<file path="src/hdl/xm1k_pkg.sv">
// shared types, codes and the crc step of the block sender
package xm1k_pkg;

   localparam int BLOCK_BYTES = 1024;
   localparam int SHORT_BYTES = 128;
   localparam int QUEUE_DEPTH = 2;
   localparam int ADDR_W      = $clog2(BLOCK_BYTES);
   localparam int IDX_W       = 11;

   localparam logic [2:0] CMD_RX    = 3'd0;
   localparam logic [2:0] CMD_TMO   = 3'd1;
   localparam logic [2:0] CMD_PAY   = 3'd2;
   localparam logic [2:0] CMD_END   = 3'd3;
   localparam logic [2:0] CMD_SLOT  = 3'd4;

   localparam logic [7:0] CH_SOH = 8'h01;
   localparam logic [7:0] CH_STX = 8'h02;
   localparam logic [7:0] CH_EOT = 8'h04;
   localparam logic [7:0] CH_ACK = 8'h06;
   localparam logic [7:0] CH_NAK = 8'h15;
   localparam logic [7:0] CH_CAN = 8'h18;
   localparam logic [7:0] CH_SUB = 8'h1A;
   localparam logic [7:0] CH_C   = 8'h43;

   localparam logic [1:0] REG_LONG  = 2'd0;
   localparam logic [1:0] REG_SYNC  = 2'd1;
   localparam logic [1:0] REG_FRAME = 2'd2;
   localparam logic [1:0] REG_END   = 2'd3;

   localparam logic [2:0] ST_BUSY   = 3'd0;
   localparam logic [2:0] ST_OK     = 3'd1;
   localparam logic [2:0] ST_CANCEL = 3'd2;
   localparam logic [2:0] ST_NOSYNC = 3'd3;
   localparam logic [2:0] ST_FRAME  = 3'd4;
   localparam logic [2:0] ST_ENDERR = 3'd5;

   localparam logic [1:0] WC_TWO  = 2'd0;
   localparam logic [1:0] WC_ONE  = 2'd1;
   localparam logic [1:0] WC_HALF = 2'd2;
   localparam logic [1:0] WC_NONE = 2'd3;

   localparam logic [3:0] PH_SYNC      = 4'd0;
   localparam logic [3:0] PH_SYNC_CAN  = 4'd1;
   localparam logic [3:0] PH_LOAD      = 4'd2;
   localparam logic [3:0] PH_SEND      = 4'd3;
   localparam logic [3:0] PH_REPLY     = 4'd4;
   localparam logic [3:0] PH_REPLY_CAN = 4'd5;
   localparam logic [3:0] PH_EOT_SEND  = 4'd6;
   localparam logic [3:0] PH_EOT_WAIT  = 4'd7;
   localparam logic [3:0] PH_CAN_OUT   = 4'd8;
   localparam logic [3:0] PH_ACK_OUT   = 4'd9;
   localparam logic [3:0] PH_FLUSH     = 4'd10;
   localparam logic [3:0] PH_DONE      = 4'd11;

   typedef struct packed {
      logic [2:0] cmd;
      logic [7:0] data_byte;
   } req_type;

   typedef struct packed {
      logic        tx_valid;
      logic [7:0]  tx_byte;
      logic        want_data;
      logic [1:0]  wait_class;
      logic        done_res;
      logic [2:0]  status;
      logic [31:0] byte_count;
   } rsp_type;

   // classified item as it travels from front to back
   typedef struct packed {
      logic       is_rx;
      logic       is_tmo;
      logic       is_pay;
      logic       is_end;
      logic       is_slot;
      logic       d_c;
      logic       d_nak;
      logic       d_can;
      logic       d_ack;
      logic [7:0] data;
   } cls_type;

   typedef struct packed {
      logic [3:0] phase;
      logic       q_full;
   } stat_type;

   function automatic logic [15:0] crc16_step(input logic [15:0] c, input logic [7:0] b);
      logic [15:0] r;
      r = c ^ {b, 8'h00};
      for (int k = 0; k < 8; k++) begin
         r = r[15] ? ({r[14:0], 1'b0} ^ 16'h1021) : {r[14:0], 1'b0};
      end
      return r;
   endfunction

endpackage

</file>
<file path="src/hdl/xm1k_front.sv">
// front end: accepts items, classifies them and queues them for the back end
module xm1k_front (
   input  logic              clock,
   input  logic              reset,
   input  logic              req_valid,
   output logic              req_ready,
   input  xm1k_pkg::req_type req_data,
   output logic              q_valid,
   output xm1k_pkg::cls_type q_item,
   input  logic              q_pop,
   output logic              q_full
);
   import xm1k_pkg::*;

   cls_type    slot_ff [QUEUE_DEPTH];
   logic       wp_ff, wp_in, rp_ff, rp_in;
   logic [1:0] cnt_ff, cnt_in;
   cls_type    cls;
   logic       push;

   always_comb begin
      cls.is_rx   = req_data.cmd == CMD_RX;
      cls.is_tmo  = req_data.cmd == CMD_TMO;
      cls.is_pay  = req_data.cmd == CMD_PAY;
      cls.is_end  = req_data.cmd == CMD_END;
      cls.is_slot = req_data.cmd == CMD_SLOT;
      cls.d_c     = req_data.data_byte == CH_C;
      cls.d_nak   = req_data.data_byte == CH_NAK;
      cls.d_can   = req_data.data_byte == CH_CAN;
      cls.d_ack   = req_data.data_byte == CH_ACK;
      cls.data    = req_data.data_byte;
   end

   assign req_ready = cnt_ff != 2'(QUEUE_DEPTH);
   assign q_full    = !req_ready;
   assign push      = req_valid && req_ready;
   assign q_valid   = cnt_ff != 2'd0;
   assign q_item    = slot_ff[rp_ff];

   always_comb begin
      wp_in  = push ? !wp_ff : wp_ff;
      rp_in  = q_pop ? !rp_ff : rp_ff;
      cnt_in = cnt_ff + 2'(push) - 2'(q_pop);
   end

   always_ff @(posedge clock) begin
      if (reset) begin
         wp_ff  <= 1'b0;
         rp_ff  <= 1'b0;
         cnt_ff <= 2'd0;
      end else begin
         wp_ff  <= wp_in;
         rp_ff  <= rp_in;
         cnt_ff <= cnt_in;
      end
      if (push) begin
         slot_ff[wp_ff] <= cls;
      end
   end
endmodule

</file>
<file path="config.mk">
export PLATFORM = sky130hd
export DESIGN_NAME = xm1k_front
export DESIGN_NICKNAME = d
export VERILOG_FILES = /design/src/hdl/xm1k_pkg.sv /design/src/hdl/xm1k_front.sv
export SDC_FILE = /design/constraint.sdc
export NUM_CORES = 1
export LEC_CHECK = 0
export BUFFER_PORTS_ARGS = -buffer_cell sky130_fd_sc_hd__buf_2
export CORE_UTILIZATION = 45
export CTS_BUF_LIST = sky130_fd_sc_hd__clkbuf_8
export DETAILED_ROUTE_END_ITERATION = 8
export PLACE_DENSITY = 0.78
export SLEW_MARGIN = 20
export SYNTH_ARGS = -nofsm -noshare
export SYNTH_HDL_FRONTEND = slang
export SYNTH_SLANG_ARGS = --single-unit
</file>
<file path="constraint.sdc">
create_clock -name clock -period 2.28 [get_ports clock]
set_input_delay 0.342 -clock clock [delete_from_list [all_inputs] [get_ports clock]]
set_output_delay 0.342 -clock clock [all_outputs]
set_load 0.01 [all_outputs]
</file>
==> impl_metrics.csv, run 1 <==
group,metric,value,unit
finish,n_fill_cell,265,
pwr,clkPwrFrac,0.254,
worst_setup_path,max_stage_delay,0.49,ns
worst_setup_path,cp_max_fo,17,
worst_setup_path,cp_top_family,"buffers and inverters",
sta,finalCritPeriodShare,0.751,
sta,max_freq,584,MHz
cts,clock-sinks,39,
logic_synthesis,synth-seq-cells,39,
pwr,pwr-share-comb,0.209,
pwr,power.internal,1.27,mW
job,max_cap_viol_count,0,
route,vias_per_cell,5.02,
sta,fin_crit,1.71,ns
sta,slew_headroom,0.573,
finish,regArea,0.00112,sq mm
route,drc,0,
worst_setup_path,crit_chain,"nand2b_4, inv_2, or3_1, inv_1",
worst_setup_path,criticalPathCategory,"register to register",
worst_setup_path,end_kind,"register",
global_routing,grt_start_max_net_pins,18,
finish,drive_gt1_frac,0.474,
worst_hold_path,hp-class,"primary input to register",
die,coreArea,0.00318,sq mm
route,antenna_left,0,
route,first_pass_iters,4,
placement,pre_cts_slack,0.555,ns
placement,gp_congestion,0.701,
die,rows,20,
logic_synthesis,synthesis.instances,94,
die,design.die.area,0.00370,sq mm
finish,area_growth,19.5,%
placement,place_inst,171,
finish,layout_common_cells,"34 x buf_2, 34 x edfxtp_1, 17 x mux2_2",
finish,multi_input_area,408,sq um
worst_setup_path,cp-start-kind,"register",
pwr,p_sw,0.455,mW
sta,setup_viol,0,
finish,instances_no_fill,179,
pwr,peakVddDrop,601,uV
cts,clockBufferDepth,2,
cts,cts_buffers,5,
cts,cts.clk_slew.worst_paths,0.07,ns
pwr,seqPwrFrac,0.538,
finish,design_area,0.00186,sq mm
worst_setup_path,worst-path-buf-inv,2,
pwr,p_sw_frac,0.264,
sta,drv_slew,0,
sta,worst_slack,0.569,ns
logic_synthesis,synth.distinct_cells,27,
logic_synthesis,yosysSeqAreaShare,0.720,
route,dr_total_vias,899,
route,wl_per_cell,14.0,um
cts,htreeDepth,2,
sta,worst_slew_pin_slew,0.640,ns
die,die_w,60.8,um
status,outcome,"finished, final reports clean",
worst_setup_path,slowest_stage,"inv_1",
die,start_util,0.490,
route,routed_wl,2.51,mm
cts,cts_tree,"done",
cts,post_cts_resized,0,
pwr,p_leak,0.740,nW
worst_setup_path,arrival,1.64,ns
global_routing,grt_pass1_wl,3.76,mm
placement,io_buffers,34,
cts,postCtsSetupRepairBufs,0,
cts,ctsHoldBuffers,0,
cts,clk_latency,0.29,ns
sta,tns,0,ns
worst_setup_path,required,2.21,ns
logic_synthesis,netlist_area,0.00156,sq mm
logic_synthesis,syn-num-nets,111,
finish,final_nets,151,
sta,finalHoldViolations,0,
logic_synthesis,yosys_warnings,0,
placement,dp_hpwl,1.75,mm
finish,num_antenna_cells,0,
logic_synthesis,syn_area_per_cell,16.6,sq um
sta,rsz0062_at_grt,"no",
die,io_pins,35,
cts,root_buffer,"clkbuf_8",
global_routing,grt_overflow,0,
global_routing,antenna_found_initial,0,
sta,fin_skew,0.00217,ns
placement,postPlaceCellArea,0.00178,sq mm
global_routing,grt_pass1_vias,870,
route,drt-initial-drc-count,24,
global_routing,globalRouteTotalUtil,0.154,
die,fp.dieH,60.8,um
pwr,p_per_area,927,mW/mm^2
## final cells by class
type / count / share of cell area
Clock inverter: 3 / 0.00807
Clock buffer: 5 / 0.0370
Inverter: 4 / 0.00807
Tap cell: 44 / 0.0296
Sequential cell: 39 / 0.603
Multi-Input combinational cell: 49 / 0.219
Timing Repair Buffer: 35 / 0.0955
## power groups by stage
stage	sequential, mW	combinational (mW)	clock, mW
4_1_cts	0.929	0.369	0.450
6_report	0.927	0.360	0.437
3_5_place_dp	0.945	0.365	0
3_3_place_gp	0.938	0.356	0
2_1_floorplan	0.932	0.240	0
5_1_grt	0.936	0.396	0.479
## synthesized netlist by cell type
master	n	area, sq um
or2_2	1	6.26
buf_2	1	5.00
and4b_1	1	10.0
or3_1	1	6.26
nor4_1	2	12.5
and3b_1	1	8.76
inv_1	3	11.3
nand2_1	2	7.51
dfxtp_1	5	100
ha_1	2	25.0
nor3b_1	3	22.5
and3_2	1	7.51
inv_2	1	3.75
xor2_1	1	8.76
nor3_1	1	5.00
nor2_1	6	22.5
buf_4	1	7.51
mux2_2	17	191
nand2b_4	1	13.8
xnor2_1	2	17.5
a21oi_1	1	5.00
nand3b_1	1	7.51
and3_1	2	12.5
o21ai_0	1	5.00
nand2b_1	1	6.26
nor2b_1	1	6.26
edfxtp_1	34	1020
## sequential cells by signal (all words and copies together), names as in the netlist, named ones only
register	flops
cnt_ff	2
rp_ff	1
slot_ff	34
wp_ff	1
## cell families after synthesis
| family | count (synthesis) | synth area share |
|---|---|---|
| compound gates | 2 | 0.00642 |
| xor+xnor | 3 | 0.0169 |
| fa+ha+maj | 2 | 0.0161 |
| buf+inv | 6 | 0.0177 |
| flops | 39 | 0.720 |
| mux | 17 | 0.123 |
| simple gates | 25 | 0.0997 |
## final timing paths
kind                            slack [ns]  depth (start not counted)            startpoint                  endpoint
worst max register to register        0.57                          4  cnt_ff[0]$_SDFF_PP0_  slot_ff[0][14]$_DFFE_PP_
worst min register to register        0.51                          2    wp_ff$_SDFFE_PP0P_        wp_ff$_SDFFE_PP0P_
worst min-delay path                  0.26                          1           req_data[5]   slot_ff[0][5]$_DFFE_PP_
worst max-delay path                  0.57                          4  cnt_ff[0]$_SDFF_PP0_  slot_ff[0][14]$_DFFE_PP_
## metrics by stage
step / util / total power [mW] / hold WS, ns
2_1_floorplan: - / 1.17 / 0.411
3_3_place_gp: 0.559 / 1.29 / 0.472
3_5_place_dp: 0.559 / 1.31 / 0.495
6_report: 0.585 / 1.73 / 0.264
5_1_grt: 0.585 / 1.81 / 0.254
4_1_cts: 0.585 / 1.75 / 0.256
## worst reg2reg max path, stage by stage, from the launching register on
cell and delay, ns:
dfxtp_1 0.35, nand2b_4 0.15, inv_2 0.04, or3_1 0.32
inv_1 0.49
## metal layers
layer | GRT usage | vias to the layer above | part of all wire
li1 | - | 432 | -
met1 | 0.149 | 434 | 0.41
met2 | 0.267 | 28 | 0.53
met3 | 0.0597 | 5 | 0.048
met4 | 0.107 | 0 | 0.018
met5 | 0 | - | 0
(Power assumes the default switching activity.)
==> inputs of run 2 (changes only) <==
--- a/config.mk
+++ b/config.mk
@@ -9,7 +9,7 @@
 export CORE_UTILIZATION = 45
 export CTS_BUF_LIST = sky130_fd_sc_hd__clkbuf_8
 export DETAILED_ROUTE_END_ITERATION = 8
-export PLACE_DENSITY = 0.78
+export PLACE_DENSITY = 0.81
 export SLEW_MARGIN = 20
 export SYNTH_ARGS = -nofsm -noshare
 export SYNTH_HDL_FRONTEND = slang
==> constraint.sdc (replaced) <==
create_clock -name clock -period 1.51 [get_ports clock]
set_input_delay 0.2265 -clock clock [delete_from_list [all_inputs] [get_ports clock]]
set_output_delay 0.2265 -clock clock [all_outputs]
set_load 0.01 [all_outputs]
==> impl_metrics.csv, run 2 (synthesis results as in run 1) <==
group,metric,value,unit
placement,dp_hpwl,1.81,mm
worst_setup_path,criticalPathCategory,"register to output pin",
sta,finalCritPeriodShare,1.00,
sta,rsz0062_at_grt,"yes",
worst_setup_path,cp_max_fo,5,
worst_setup_path,worst-path-buf-inv,2,
sta,tns,-0.0102,ns
global_routing,globalRouteTotalUtil,0.184,
placement,postPlaceCellArea,0.00183,sq mm
route,vias_per_cell,5.10,
cts,clockBufferDepth,2,
worst_setup_path,reg2reg_slack,0.06,ns
route,wl_per_cell,15.9,um
global_routing,grt_overflow,0,
cts,clock-sinks,39,
cts,cts_tree,"done",
global_routing,grt_start_max_net_pins,18,
sta,finalHoldViolations,0,
status,outcome,"complete, but fails checks",
die,design.die.area,0.00370,sq mm
finish,area_growth,41.9,%
route,drt-initial-drc-count,34,
finish,top_regs,"slot_ff x34, cnt_ff x2",
cts,cts_buffers,5,
worst_setup_path,r2r_end,"cnt_ff[1]$_SDFF_PP0_",
placement,io_buffers,34,
die,rows,20,
status,violations,"setup timing",
finish,drive_gt1_frac,0.557,
sta,worst_slew_pin_slew,0.423,ns
global_routing,grt_pass1_vias,946,
sta,slew_headroom,0.718,
cts,cts.clk_slew.worst_paths,0.07,ns
die,start_util,0.490,
finish,final_nets,156,
route,first_pass_iters,4,
finish,design_area,0.00221,sq mm
placement,pre_cts_slack,-0.0387,ns
sta,drv_slew,0,
cts,htreeDepth,2,
pwr,p_leak,0.876,nW
route,routed_wl,2.93,mm
finish,max_flop_register,"slot_ff",
finish,num_antenna_cells,0,
worst_setup_path,slowest_stage,"dfxtp_4",
worst_hold_path,hp-class,"primary input to register",
route,drc,0,
worst_setup_path,r2r_start,"cnt_ff[0]$_SDFF_PP0_",
finish,n_fill_cell,240,
finish,layout_common_cells,"34 x edfxtp_1, 17 x buf_2, 17 x buf_6",
finish,utilization,0.695,
pwr,peakVddDrop,941,uV
worst_setup_path,end_kind,"output pin",
route,antenna_left,0,
sta,fin_crit,1.52,ns
pwr,p_per_area,1440,mW/mm^2
worst_setup_path,arrival,1.29,ns
global_routing,grt_pass1_wl,4.50,mm
sta,setup_viol,4,
worst_setup_path,crit_chain,"buf_12, mux2_2, buf_6",
cts,clk_latency,0.29,ns
die,coreArea,0.00318,sq mm
die,die_w,60.8,um
worst_setup_path,max_stage_delay,0.41,ns
placement,gp_congestion,0.738,
route,dr_total_vias,939,
worst_setup_path,cp_top_family,"flip-flops",
die,io_pins,35,
placement,place_inst,173,
job,max_cap_viol_count,0,
pwr,power,3.19,mW
worst_setup_path,cp-start-kind,"register",
die,fp.dieH,60.8,um
worst_setup_path,ff2ff_path_depth,8,
finish,largest_reg_flops,34,
finish,final_common_cell,"edfxtp_1",
sta,timing.hold.ws,0.145,ns
sta,worst_slack,-0.00588,ns
worst_setup_path,critical_path_depth,3,
cts,root_buffer,"clkbuf_8",
global_routing,antenna_found_initial,0,
worst_setup_path,required,1.28,ns
worst_setup_path,cp-endpoint,"q_item[0]",
finish,instances_no_fill,184,
sta,fin_skew,0.00452,ns
sta,max_freq,660,MHz
-- run 2: repair_timing --
item | CTS | global route
pin swaps | 0 | 4
gates cloned | 1 | 1
hold buffers | 0 | 0
gates resized for setup | 30 | 11
setup endpoints to repair | 18 | 17
buffers inserted | 1 | 0
-- run 2: worst min path at each step --
| stage | from | to | cells past startpoint |
|---|---|---|---|
| 2_1_floorplan | reset | wp_ff$_SDFFE_PP0P_ | 1 |
| 3_3_place_gp | req_data[5] | slot_ff[1][5]$_DFFE_PP_ | 1 |
| 3_5_place_dp | req_data[5] | slot_ff[0][5]$_DFFE_PP_ | 1 |
| 4_1_cts | req_data[5] | slot_ff[0][5]$_DFFE_PP_ | 1 |
| 5_1_grt | req_data[7] | slot_ff[0][7]$_DFFE_PP_ | 1 |
| 6_report | req_data[7] | slot_ff[0][7]$_DFFE_PP_ | 1 |
-- run 2: final cells by class --
type                    instances  area [sq um]  share of cell area
clock buffers                   6          82.6              0.0374
clock inverters                 2          35.0              0.0159
inverters                       4          18.8             0.00850
multi-input cells              49           493               0.223
flip-flops and latches         39          1130               0.510
well taps                      44          55.1              0.0249
repair buffers                 40           397               0.180
-- run 2: power breakdown --
part	internal, mW	leakage (nW)	switching (mW)
clock network	0.534	0.0612	0.343
logic	0.508	0.451	0.380
registers	1.35	0.363	0.0686
-- run 2: worst reg2reg max path, delay by kind of cell, from the launching register on --
family,cells,cell delay (ns)
fa+ha+maj,2,0.40
buf+inv,1,0.04
flops,1,0.33
xor+xnor,2,0.31
simple gates,3,0.26
-- run 2: layer usage --
metal	GRT usage	routed length, um
met1	0.214	1170
met2	0.319	1580
met3	0.0640	146
met4	0.0584	34
met5	0	0
